==> config.mk <==
export PLATFORM = sky130hd
export DESIGN_NAME = pal_colour_bleed_filter_core
export DESIGN_NICKNAME = d
export VERILOG_FILES = /design/src/rtl/pcbf_pkg.sv /design/src/rtl/pcbf_ctrl.sv /design/src/rtl/pcbf_datapath.sv /design/src/rtl/pal_colour_bleed_filter_core.sv
export SDC_FILE = /design/constraint.sdc
export NUM_CORES = 2
export LEC_CHECK = 0
export BUFFER_PORTS_ARGS = -buffer_cell sky130_fd_sc_hd__buf_2
export CORE_ASPECT_RATIO = 0.75
export CORE_MARGIN = 2
export CORE_UTILIZATION = 44
export CTS_BUF_LIST = sky130_fd_sc_hd__clkbuf_4
export CTS_CLUSTER_DIAMETER = 200
export DETAILED_ROUTE_END_ITERATION = 10
export PLACE_DENSITY = 0.68
export SLEW_MARGIN = 10
export SYNTH_ARGS = -nofsm -noshare
export SYNTH_HDL_FRONTEND = slang
export SYNTH_SLANG_ARGS = --single-unit
==> constraint.sdc <==
create_clock -name clk -period 10.2 [get_ports clk]
set_clock_uncertainty 0.05 [all_clocks]
set_input_delay 0.51 -clock clk [delete_from_list [all_inputs] [get_ports clk]]
set_output_delay 0.51 -clock clk [all_outputs]
set_load 0.1 [all_outputs]
==> src/rtl/pcbf_pkg.sv <==
// shared types, constants and arithmetic helpers for the colour bleed filter
`default_nettype none

package pcbf_pkg;

	localparam int COEF_W  = 18;
	localparam int STATE_W = 28;
	localparam int ACC_W   = 32;
	localparam int PROD_W  = COEF_W + STATE_W;
	localparam int TERM_W  = PROD_W - 16;
	localparam int LUMA_W  = 25;
	localparam int LEVEL_W = 8;
	localparam int CFG_IDX_W = 3;

	// 255.0 in 16.16
	localparam logic [LUMA_W-1:0] LEVEL_MAX = 25'd16711680;

	// 255 times the luma weights of red, green and blue
	localparam logic [LUMA_W-1:0] Y_RED   = 25'd4996725;
	localparam logic [LUMA_W-1:0] Y_GREEN = 25'd9809850;
	localparam logic [LUMA_W-1:0] Y_BLUE  = 25'd1905105;

	localparam logic signed [COEF_W-1:0] RST_LUMA_TAP0    = 18'sd19195;
	localparam logic signed [COEF_W-1:0] RST_LUMA_TAP1    = 18'sd38390;
	localparam logic signed [COEF_W-1:0] RST_LUMA_TAP2    = 18'sd19195;
	localparam logic signed [COEF_W-1:0] RST_LUMA_FB2     = 18'sd11244;
	localparam logic signed [COEF_W-1:0] RST_CHROMA_GAIN  = 18'sd8961;
	localparam logic signed [COEF_W-1:0] RST_CHROMA_FB    = -18'sd47615;
	localparam logic signed [COEF_W-1:0] RST_GREEN_RED    = -18'sd33358;
	localparam logic signed [COEF_W-1:0] RST_GREEN_BLUE   = 18'sd12714;

	typedef enum logic [CFG_IDX_W-1:0] {
		REG_LUMA_TAP0,
		REG_LUMA_TAP1,
		REG_LUMA_TAP2,
		REG_LUMA_FB2,
		REG_CHROMA_GAIN,
		REG_CHROMA_FB,
		REG_GREEN_RED,
		REG_GREEN_BLUE
	} reg_idx_t;

	// one multiply-accumulate per step, in issue order
	typedef enum logic [3:0] {
		STEP_Y_TAP0,
		STEP_Y_TAP1,
		STEP_Y_TAP2,
		STEP_Y_FB2,
		STEP_R_X,
		STEP_R_LAST,
		STEP_R_FB,
		STEP_B_X,
		STEP_B_LAST,
		STEP_B_FB,
		STEP_G_RED,
		STEP_G_BLUE
	} step_t;

	localparam logic [3:0] NUM_STEPS = 4'd12;

	typedef enum logic [1:0] {
		ST_IDLE,
		ST_RUN,
		ST_FIN
	} state_t;

	typedef struct packed {
		logic  start;
		logic  mul_en;
		step_t mul_step;
		logic  acc_en;
		step_t acc_step;
		logic  finish;
	} cmd_t;

	function automatic logic [LUMA_W-1:0] luma_in(input logic [2:0] bits);
		logic [LUMA_W-1:0] y;
		y = '0;
		if (bits[0]) y = y + Y_RED;
		if (bits[1]) y = y + Y_GREEN;
		if (bits[2]) y = y + Y_BLUE;
		return y;
	endfunction

	function automatic logic signed [STATE_W-1:0] sat_state(input logic signed [ACC_W-1:0] v);
		logic signed [ACC_W-1:0] hi;
		logic signed [ACC_W-1:0] lo;
		hi = (ACC_W'(1) <<< (STATE_W - 1)) - ACC_W'(1);
		lo = -(ACC_W'(1) <<< (STATE_W - 1));
		if (v > hi) return hi[STATE_W-1:0];
		if (v < lo) return lo[STATE_W-1:0];
		return v[STATE_W-1:0];
	endfunction

	function automatic logic [LUMA_W-1:0] clamp_luma(input logic signed [STATE_W-1:0] v);
		if (v < 0) return '0;
		if (v > $signed({3'd0, LEVEL_MAX})) return LEVEL_MAX;
		return v[LUMA_W-1:0];
	endfunction

	function automatic logic [LEVEL_W-1:0] to_level(input logic signed [ACC_W-1:0] v);
		if (v < 0) return '0;
		if (v >= $signed({7'd0, LEVEL_MAX})) return 8'd255;
		return v[23:16];
	endfunction

endpackage

`default_nettype wire

==> src/rtl/pcbf_ctrl.sv <==
// sequencer: accepts a pixel, steps the shared multiplier, hands over the result word
`default_nettype none

module pcbf_ctrl (
	input  wire              clk,
	input  wire              arst_n,
	input  wire              s_tvalid,
	output logic             s_tready,
	output logic             m_tvalid,
	input  wire              m_tready,
	output pcbf_pkg::cmd_t   cmd
);
	import pcbf_pkg::*;

	state_t     state_q, state_d;
	logic [3:0] cnt_q, cnt_d;
	logic       m_valid_q, m_valid_d;

	always_ff @(posedge clk or negedge arst_n) begin
		if (!arst_n) begin
			state_q   <= ST_IDLE;
			cnt_q     <= '0;
			m_valid_q <= 1'b0;
		end else begin
			state_q   <= state_d;
			cnt_q     <= cnt_d;
			m_valid_q <= m_valid_d;
		end
	end

	always_comb begin
		state_d      = state_q;
		cnt_d        = cnt_q;
		s_tready     = 1'b0;
		cmd.start    = 1'b0;
		cmd.mul_en   = 1'b0;
		cmd.mul_step = step_t'(cnt_q);
		cmd.acc_en   = 1'b0;
		cmd.acc_step = step_t'(cnt_q - 4'd1);
		cmd.finish   = 1'b0;
		case (state_q)
			ST_IDLE: begin
				s_tready = 1'b1;
				if (s_tvalid) begin
					cmd.start = 1'b1;
					cnt_d     = '0;
					state_d   = ST_RUN;
				end
			end
			ST_RUN: begin
				// issue step cnt, accumulate the product of step cnt-1
				cmd.mul_en = (cnt_q < NUM_STEPS);
				cmd.acc_en = (cnt_q != 4'd0);
				cnt_d      = cnt_q + 4'd1;
				if (cnt_q == NUM_STEPS) begin
					state_d = ST_FIN;
				end
			end
			ST_FIN: begin
				if (!m_valid_q || m_tready) begin
					cmd.finish = 1'b1;
					state_d    = ST_IDLE;
				end
			end
			default: begin
				state_d = ST_IDLE;
			end
		endcase
	end

	always_comb begin
		m_valid_d = m_valid_q;
		if (m_valid_q && m_tready) m_valid_d = 1'b0;
		if (cmd.finish) m_valid_d = 1'b1;
	end

	assign m_tvalid = m_valid_q;

endmodule

`default_nettype wire

==> src/rtl/pcbf_datapath.sv <==
// coefficient registers, filter history, shared multiplier, accumulator, output word
`default_nettype none

module pcbf_datapath (
	input  wire                                   clk,
	input  wire                                   arst_n,
	input  wire                                   cfg_valid,
	input  wire  [pcbf_pkg::CFG_IDX_W-1:0]        cfg_index,
	input  wire  [pcbf_pkg::COEF_W-1:0]           cfg_data,
	input  wire  [2:0]                            colour_bits,
	input  wire                                   line_start,
	input  wire  pcbf_pkg::cmd_t                  cmd,
	output logic [3*pcbf_pkg::LEVEL_W-1:0]        out_word
);
	import pcbf_pkg::*;

	logic signed [COEF_W-1:0] tap0_q, tap1_q, tap2_q, fb2_q;
	logic signed [COEF_W-1:0] gain_q, cfb_q, g_red_q, g_blue_q;

	logic [2:0] bits_q;

	logic signed [STATE_W-1:0] lih0_q, lih1_q, loh0_q, loh1_q;
	logic signed [STATE_W-1:0] rdi_q, rdo_q, bdi_q, bdo_q;
	logic [LUMA_W-1:0]         yc_q;
	logic signed [ACC_W-1:0]   green_q;
	logic signed [ACC_W-1:0]   acc_q;
	logic signed [PROD_W-1:0]  prod_s1;
	logic [3*LEVEL_W-1:0]      out_q;

	logic [LUMA_W-1:0]         y_in;
	logic signed [STATE_W-1:0] y_x, r_x, b_x;
	logic signed [COEF_W-1:0]  coef_sel;
	logic signed [STATE_W-1:0] data_sel;
	logic signed [TERM_W-1:0]  term;
	logic signed [ACC_W-1:0]   term_ext, acc_base, acc_sum;
	logic                      first, neg;
	logic signed [STATE_W-1:0] sum_sat;
	logic signed [ACC_W-1:0]   yc_ext;

	// configuration registers
	always_ff @(posedge clk or negedge arst_n) begin
		if (!arst_n) begin
			tap0_q   <= RST_LUMA_TAP0;
			tap1_q   <= RST_LUMA_TAP1;
			tap2_q   <= RST_LUMA_TAP2;
			fb2_q    <= RST_LUMA_FB2;
			gain_q   <= RST_CHROMA_GAIN;
			cfb_q    <= RST_CHROMA_FB;
			g_red_q  <= RST_GREEN_RED;
			g_blue_q <= RST_GREEN_BLUE;
		end else if (cfg_valid) begin
			case (reg_idx_t'(cfg_index))
				REG_LUMA_TAP0:   tap0_q   <= cfg_data;
				REG_LUMA_TAP1:   tap1_q   <= cfg_data;
				REG_LUMA_TAP2:   tap2_q   <= cfg_data;
				REG_LUMA_FB2:    fb2_q    <= cfg_data;
				REG_CHROMA_GAIN: gain_q   <= cfg_data;
				REG_CHROMA_FB:   cfb_q    <= cfg_data;
				REG_GREEN_RED:   g_red_q  <= cfg_data;
				REG_GREEN_BLUE:  g_blue_q <= cfg_data;
				default: ;
			endcase
		end
	end

	// pixel levels and colour differences from the latched bits
	assign y_in = luma_in(bits_q);
	assign y_x  = $signed({3'd0, y_in});
	assign r_x  = $signed({3'd0, (bits_q[0] ? LEVEL_MAX : '0)}) - y_x;
	assign b_x  = $signed({3'd0, (bits_q[2] ? LEVEL_MAX : '0)}) - y_x;

	always_comb begin
		coef_sel = tap0_q;
		data_sel = y_x;
		case (cmd.mul_step)
			STEP_Y_TAP0: begin coef_sel = tap0_q;   data_sel = y_x;    end
			STEP_Y_TAP1: begin coef_sel = tap1_q;   data_sel = lih0_q; end
			STEP_Y_TAP2: begin coef_sel = tap2_q;   data_sel = lih1_q; end
			STEP_Y_FB2:  begin coef_sel = fb2_q;    data_sel = loh1_q; end
			STEP_R_X:    begin coef_sel = gain_q;   data_sel = r_x;    end
			STEP_R_LAST: begin coef_sel = gain_q;   data_sel = rdi_q;  end
			STEP_R_FB:   begin coef_sel = cfb_q;    data_sel = rdo_q;  end
			STEP_B_X:    begin coef_sel = gain_q;   data_sel = b_x;    end
			STEP_B_LAST: begin coef_sel = gain_q;   data_sel = bdi_q;  end
			STEP_B_FB:   begin coef_sel = cfb_q;    data_sel = bdo_q;  end
			STEP_G_RED:  begin coef_sel = g_red_q;  data_sel = rdo_q;  end
			STEP_G_BLUE: begin coef_sel = g_blue_q; data_sel = bdo_q;  end
			default: ;
		endcase
	end

	always_ff @(posedge clk) begin
		if (cmd.start) begin
			bits_q <= colour_bits;
		end
		if (cmd.mul_en) begin
			prod_s1 <= coef_sel * data_sel;
		end
	end

	// floor shift of the product, then add or subtract into the running sum
	assign term     = prod_s1[PROD_W-1:16];
	assign term_ext = ACC_W'(term);

	always_comb begin
		first = cmd.acc_step inside {STEP_Y_TAP0, STEP_R_X, STEP_B_X, STEP_G_RED};
		neg   = cmd.acc_step inside {STEP_Y_FB2, STEP_R_FB, STEP_B_FB, STEP_G_BLUE};
	end

	assign acc_base = first ? '0 : acc_q;
	assign acc_sum  = neg ? (acc_base - term_ext) : (acc_base + term_ext);
	assign sum_sat  = sat_state(acc_sum);

	// negated terms close each filter sum
	always_ff @(posedge clk) begin
		if (cmd.acc_en) begin
			acc_q <= acc_sum;
		end
	end

	always_ff @(posedge clk) begin
		if (cmd.acc_en && cmd.acc_step == STEP_Y_FB2) begin
			yc_q <= clamp_luma(sum_sat);
		end
		if (cmd.acc_en && cmd.acc_step == STEP_G_BLUE) begin
			green_q <= acc_sum;
		end
	end

	always_ff @(posedge clk or negedge arst_n) begin
		if (!arst_n) begin
			lih0_q <= '0;
			lih1_q <= '0;
			loh0_q <= '0;
			loh1_q <= '0;
			rdi_q  <= '0;
			rdo_q  <= '0;
			bdi_q  <= '0;
			bdo_q  <= '0;
		end else if (cmd.start && line_start) begin
			lih0_q <= '0;
			lih1_q <= '0;
			loh0_q <= '0;
			loh1_q <= '0;
			rdi_q  <= '0;
			rdo_q  <= '0;
			bdi_q  <= '0;
			bdo_q  <= '0;
		end else if (cmd.acc_en) begin
			case (cmd.acc_step)
				STEP_Y_FB2: begin
					lih1_q <= lih0_q;
					lih0_q <= y_x;
					loh1_q <= loh0_q;
					loh0_q <= sum_sat;
				end
				STEP_R_FB: begin
					rdi_q <= r_x;
					rdo_q <= sum_sat;
				end
				STEP_B_FB: begin
					bdi_q <= b_x;
					bdo_q <= sum_sat;
				end
				default: ;
			endcase
		end
	end

	assign yc_ext = $signed({7'd0, yc_q});

	always_ff @(posedge clk) begin
		if (cmd.finish) begin
			out_q <= {to_level(ACC_W'(bdo_q) + yc_ext),
			          to_level(green_q + yc_ext),
			          to_level(ACC_W'(rdo_q) + yc_ext)};
		end
	end

	assign out_word = out_q;

endmodule

`default_nettype wire

==> src/rtl/pal_colour_bleed_filter_core.sv <==
// colour bleed filter top level: 3-bit rgb pixel in, filtered 8-bit rgb word out
// each pixel is worked through the 12 multiply-accumulate steps of one shared 18x28 multiplier;
//   the registered result word and m_tvalid follow once the output register is free, and only
//   then does s_tready rise for the next pixel
// reset: arst_n clears coefficients to defaults, filter history to zero, no word pending
`default_nettype none

module pal_colour_bleed_filter_core (
	input  wire                               clk,
	input  wire                               arst_n,
	input  wire                               s_tvalid,
	output logic                              s_tready,
	input  wire  [7:0]                        s_tdata,  // [2:0] colour_bits, rest zero
	input  wire                               s_tuser,  // [0] line_start
	output logic                              m_tvalid,
	input  wire                               m_tready,
	output logic [23:0]                       m_tdata,  // [7:0] red, [15:8] green, [23:16] blue
	input  wire                               cfg_valid,
	output logic                              cfg_ready,
	input  wire  [pcbf_pkg::CFG_IDX_W-1:0]    cfg_index,
	input  wire  [pcbf_pkg::COEF_W-1:0]       cfg_data
);
	import pcbf_pkg::*;

	cmd_t cmd;

	assign cfg_ready = 1'b1;

	pcbf_ctrl u_ctrl (
		.clk      (clk),
		.arst_n   (arst_n),
		.s_tvalid (s_tvalid),
		.s_tready (s_tready),
		.m_tvalid (m_tvalid),
		.m_tready (m_tready),
		.cmd      (cmd)
	);

	pcbf_datapath u_dp (
		.clk         (clk),
		.arst_n      (arst_n),
		.cfg_valid   (cfg_valid),
		.cfg_index   (cfg_index),
		.cfg_data    (cfg_data),
		.colour_bits (s_tdata[2:0]),
		.line_start  (s_tuser),
		.cmd         (cmd),
		.out_word    (m_tdata)
	);

endmodule

`default_nettype wire

==> impl_results.md <==
- CP peak stage delay: between 0.7 and 0.8 ns
- Number of global-route vias before repair: 36580
- Max_slew headroom: around 17%
- Post-synth top cells: inv_1 (650), nand2_1 (529), fa_1 (493)
- Gpl congestion: 0.9691
- Post-synthesis cell count: roughly 4700
- Yosys top cell by area: fa_1
- Post-synth EDFFs: between 100 and 150
- Routed len/inst: between 20 and 25 um
- Routed vias/inst: 5.884
- Synth warn: 0
- # setup viols final: 0
- Arr. time, crit path: ~10 ns
- XOR/XNOR Fraction of Synth Area: 2.904%
- WL final: about 140000 um
- FILL cells: 9591
- Syn Nets: about 5500
- Reg2reg path depth: 30
- Area of the mapped netlist: roughly 46000 um^2
- CP Launch Type: register
- CTS Buffer Depth: 3
- Setup TNS Final: 0 ns
- Dpl hpwl: about 110000 um
- Gr ovfl total: 0
- Initial antenna violation count: 5
- DIE HEIGHT: roughly 280 um
- Final Max Slew Viols: 0
- Post-route ant nets: 0
- Initial Util: between 40% and 50%
- Prevailing post-synth register cell: dfrtp_1
- H-tree levels: 4
- Crit-path slowest cell: or4b_2
- Synth-to-Final Area Change: 10.36%
- Worst-Margin Slew: roughly 1.2 ns
- Vias post-DR: roughly 37000
- I/O Buffers: 55
- Synth top area cells: fa_1 (22%), dfrtp_1 (16%), edfxtp_1 (9.6%)
- Synth Area in Compound Gates: 14.90%
- Row cnt: between 100 and 150
- 1st-iter DRT viols: between 4000 and 5000
- Fmax: a little over 0.1 GHz
- Worst Path Required: around 11 ns
- Hold crit path type: primary input to register
- Crit Path Max Fanout: 48
- # IOs: 62
- Placeable Area: just over 100000 um^2
- Layout cells sized above 1: approximately 15%
- Syn avg cell area: a little under 10 um^2
- Root Buffer Master: clkbuf_4
- Post-synth cell types: 109
- Reported max-cap violation count: 0
- Largest family of logic cells by synthesized area: adder cells
- Largest net degree at the start of global routing: 139
- CTS tree: built
- Count leader, synth: inv_1
- Num CTS Buffers: ~140
- DIE AREA: about 110000 um^2
- Ys async rst share: between 70% and 80%
- Sink Count: about 500
- Fin crit period: 9.828 ns
- Global-route wire length before repair: 218100 um
- Multiplexer share of the synthesized area: 3.902%
- Post-synthesis sequential element count: around 500
- Final hold violation count: 0
- CP dominant cell by count: fa_1
- Synth Area in Adders: 28.23%
- TritonRoute pass-1 iters: 7
- Status: completed
- Clk Latency, worst-skew pair: between 1 and 1.5 ns
- DRC Markers: 0
- Top cell type's share of synthesized area: approximately 22%
- CTS clk-pin slew, worst paths: ~0.060 ns
- Die width: approximately 380 um
- Sequential share of the synthesized area: slightly below 30%
- Critical path class: register to register
- Simple-gate area share of the yosys netlist: a little over an eighth
- Gr usage total: 26.88%
- Crit end category: register
- WHS Path Cells: 4
- Net count reported at finish: approximately 5600
- Tcrit/Tclk final: 96.36%
## sequential cells by signal, indices dropped and copies added, names as in the netlist, 3 cells and up
name / flops
u_dp.bdi_q: 26
u_dp.loh1_q: 28
u_ctrl.cnt_q: 4
u_dp.cfb_q: 18
u_dp.prod_s1: 30
u_dp.acc_q: 32
u_dp.g_red_q: 18
u_dp.out_word: 24
u_dp.tap0_q: 18
u_dp.bits_q: 3
u_dp.lih1_q: 19
u_dp.fb2_q: 18
u_dp.g_blue_q: 18
u_dp.green_q: 32
u_dp.yc_q: 25
u_dp.loh0_q: 28
u_dp.rdi_q: 26
u_dp.tap2_q: 18
u_dp.gain_q: 18
u_dp.bdo_q: 28
u_dp.tap1_q: 18
u_dp.rdo_q: 28
u_dp.lih0_q: 19
## cells by family (layout without fill, tap and decap cells)
kind of cell	count (synthesis)	after routing
flip-flops	499	499
other	2	8
AND/OR/NAND/NOR	1292	1292
adder cells (fa/ha/maj)	731	731
buffers and inverters	892	1161
AO/OA/AOI/OAI	970	970
multiplexers	159	159
XOR/XNOR	150	150
## through the flow
step	util, %	setup WS, ns	area, um^2	cells	hold WS, ns
2_1_floorplan	-	0.4085	45500	4695	0.1644
3_3_place_gp	46.70	0.3661	48040	6039	0.4090
3_5_place_dp	46.70	0.2111	48040	6039	0.4155
4_1_cts	48.74	0.1398	50140	6311	0.009538
5_1_grt	48.82	-0.02600	50220	6321	0.05299
6_report	48.82	0.3716	50220	6322	0.09760
## cell usage in the layout, fill, tap and decap left out, types with 14 or more instances in the layout
cell type | synthesis | final
clkinv_1 | 2 | 24
nand2_1 | 529 | 528
o21a_1 | 41 | 41
a21oi_1 | 166 | 164
o31a_1 | 15 | 15
nor2_1 | 282 | 277
or3_1 | 18 | 18
a222oi_1 | 43 | 43
dfrtp_1 | 285 | 285
a31oi_1 | 75 | 73
ha_1 | 237 | 234
a221oi_1 | 30 | 27
and3_1 | 15 | 14
a211oi_1 | 24 | 24
and2_1 | 88 | 89
o31ai_1 | 20 | 20
mux2_2 | 146 | 146
xor2_1 | 60 | 60
inv_1 | 650 | 647
buf_4 | 10 | 179
clkbuf_4 | 0 | 202
a21o_1 | 51 | 51
buf_2 | 20 | 54
nor2b_1 | 46 | 45
nand3_1 | 82 | 82
o211ai_1 | 45 | 45
o21ai_0 | 205 | 205
xnor2_1 | 89 | 89
a22oi_1 | 39 | 39
nand4_1 | 25 | 25
nor3_2 | 12 | 14
dlygate4sd3_1 | 0 | 25
nor3_1 | 73 | 71
nand2b_1 | 43 | 43
a22o_1 | 60 | 60
fa_1 | 493 | 492
edfxtp_1 | 146 | 146
dfstp_2 | 68 | 68
## worst paths after layout
check	slack (ns)	to	start
worst min register to register	0.42	u_dp.loh1_q[9]$_DFFE_PN0P_	u_dp.loh0_q[9]$_DFFE_PN0P_
min in group asynchronous	0.13	u_dp.loh1_q[14]$_DFFE_PN0P_	arst_n
worst max register to register	0.37	u_dp.prod_s1[39]$_DFFE_PP_	u_dp.bits_q[2]$_DFFE_PP_
worst min-delay path	0.1	u_dp.lih1_q[22]$_DFFE_PN0P_	s_tvalid
max in group asynchronous	8.17	u_dp.tap2_q[8]$_DFFE_PN0P_	arst_n
worst max-delay path	0.37	u_dp.prod_s1[39]$_DFFE_PP_	u_dp.bits_q[2]$_DFFE_PP_
## layout make-up
type / instances / area (um^2) / share of cell area (%)
Inverter: 652 / 2451 / 4.881
Timing Repair Buffer: 262 / 1939 / 3.862
Clock inverter: 45 / 334.1 / 0.6652
Antenna cell: 6 / 15.01 / 0.02990
Sequential cell: 499 / 13300 / 26.49
Multi-Input combinational cell: 3304 / 28970 / 57.68
Tap cell: 1352 / 1692 / 3.368
Clock buffer: 202 / 1516 / 3.020
## repair_timing
action | CTS | global route
endpoints found under the hold margin | 261 | 0
endpoints found under the setup margin | 0 | 9
setup buffers | 0 | 5
hold buffers | 25 | 0
resized for setup | 0 | 11
## worst max-delay path, delay by kind of cell, from the launching register on
| family | cells | cell delay (ns) |
|---|---|---|
| AND/OR/NAND/NOR | 6 | 1.81 |
| AO/OA/AOI/OAI | 7 | 2.06 |
| buffers and inverters | 8 | 1.38 |
| flip-flops | 1 | 0.38 |
| XOR/XNOR | 1 | 0.16 |
| adder cells (fa/ha/maj) | 8 | 3.68 |
## per-layer routing
layer / vias up / track usage (%) / share of wire, %
li1: 16340 / - / -
met1: 18530 / 39.62 / 43
met2: 2054 / 37.88 / 41
met3: 267 / 7.740 / 13
met4: 2 / 8.393 / 2.9
met5: - / 0 / 0.0092
Power is not shown: default switching activity piles up to over one toggle a cycle in this logic, so the estimate is an artifact.
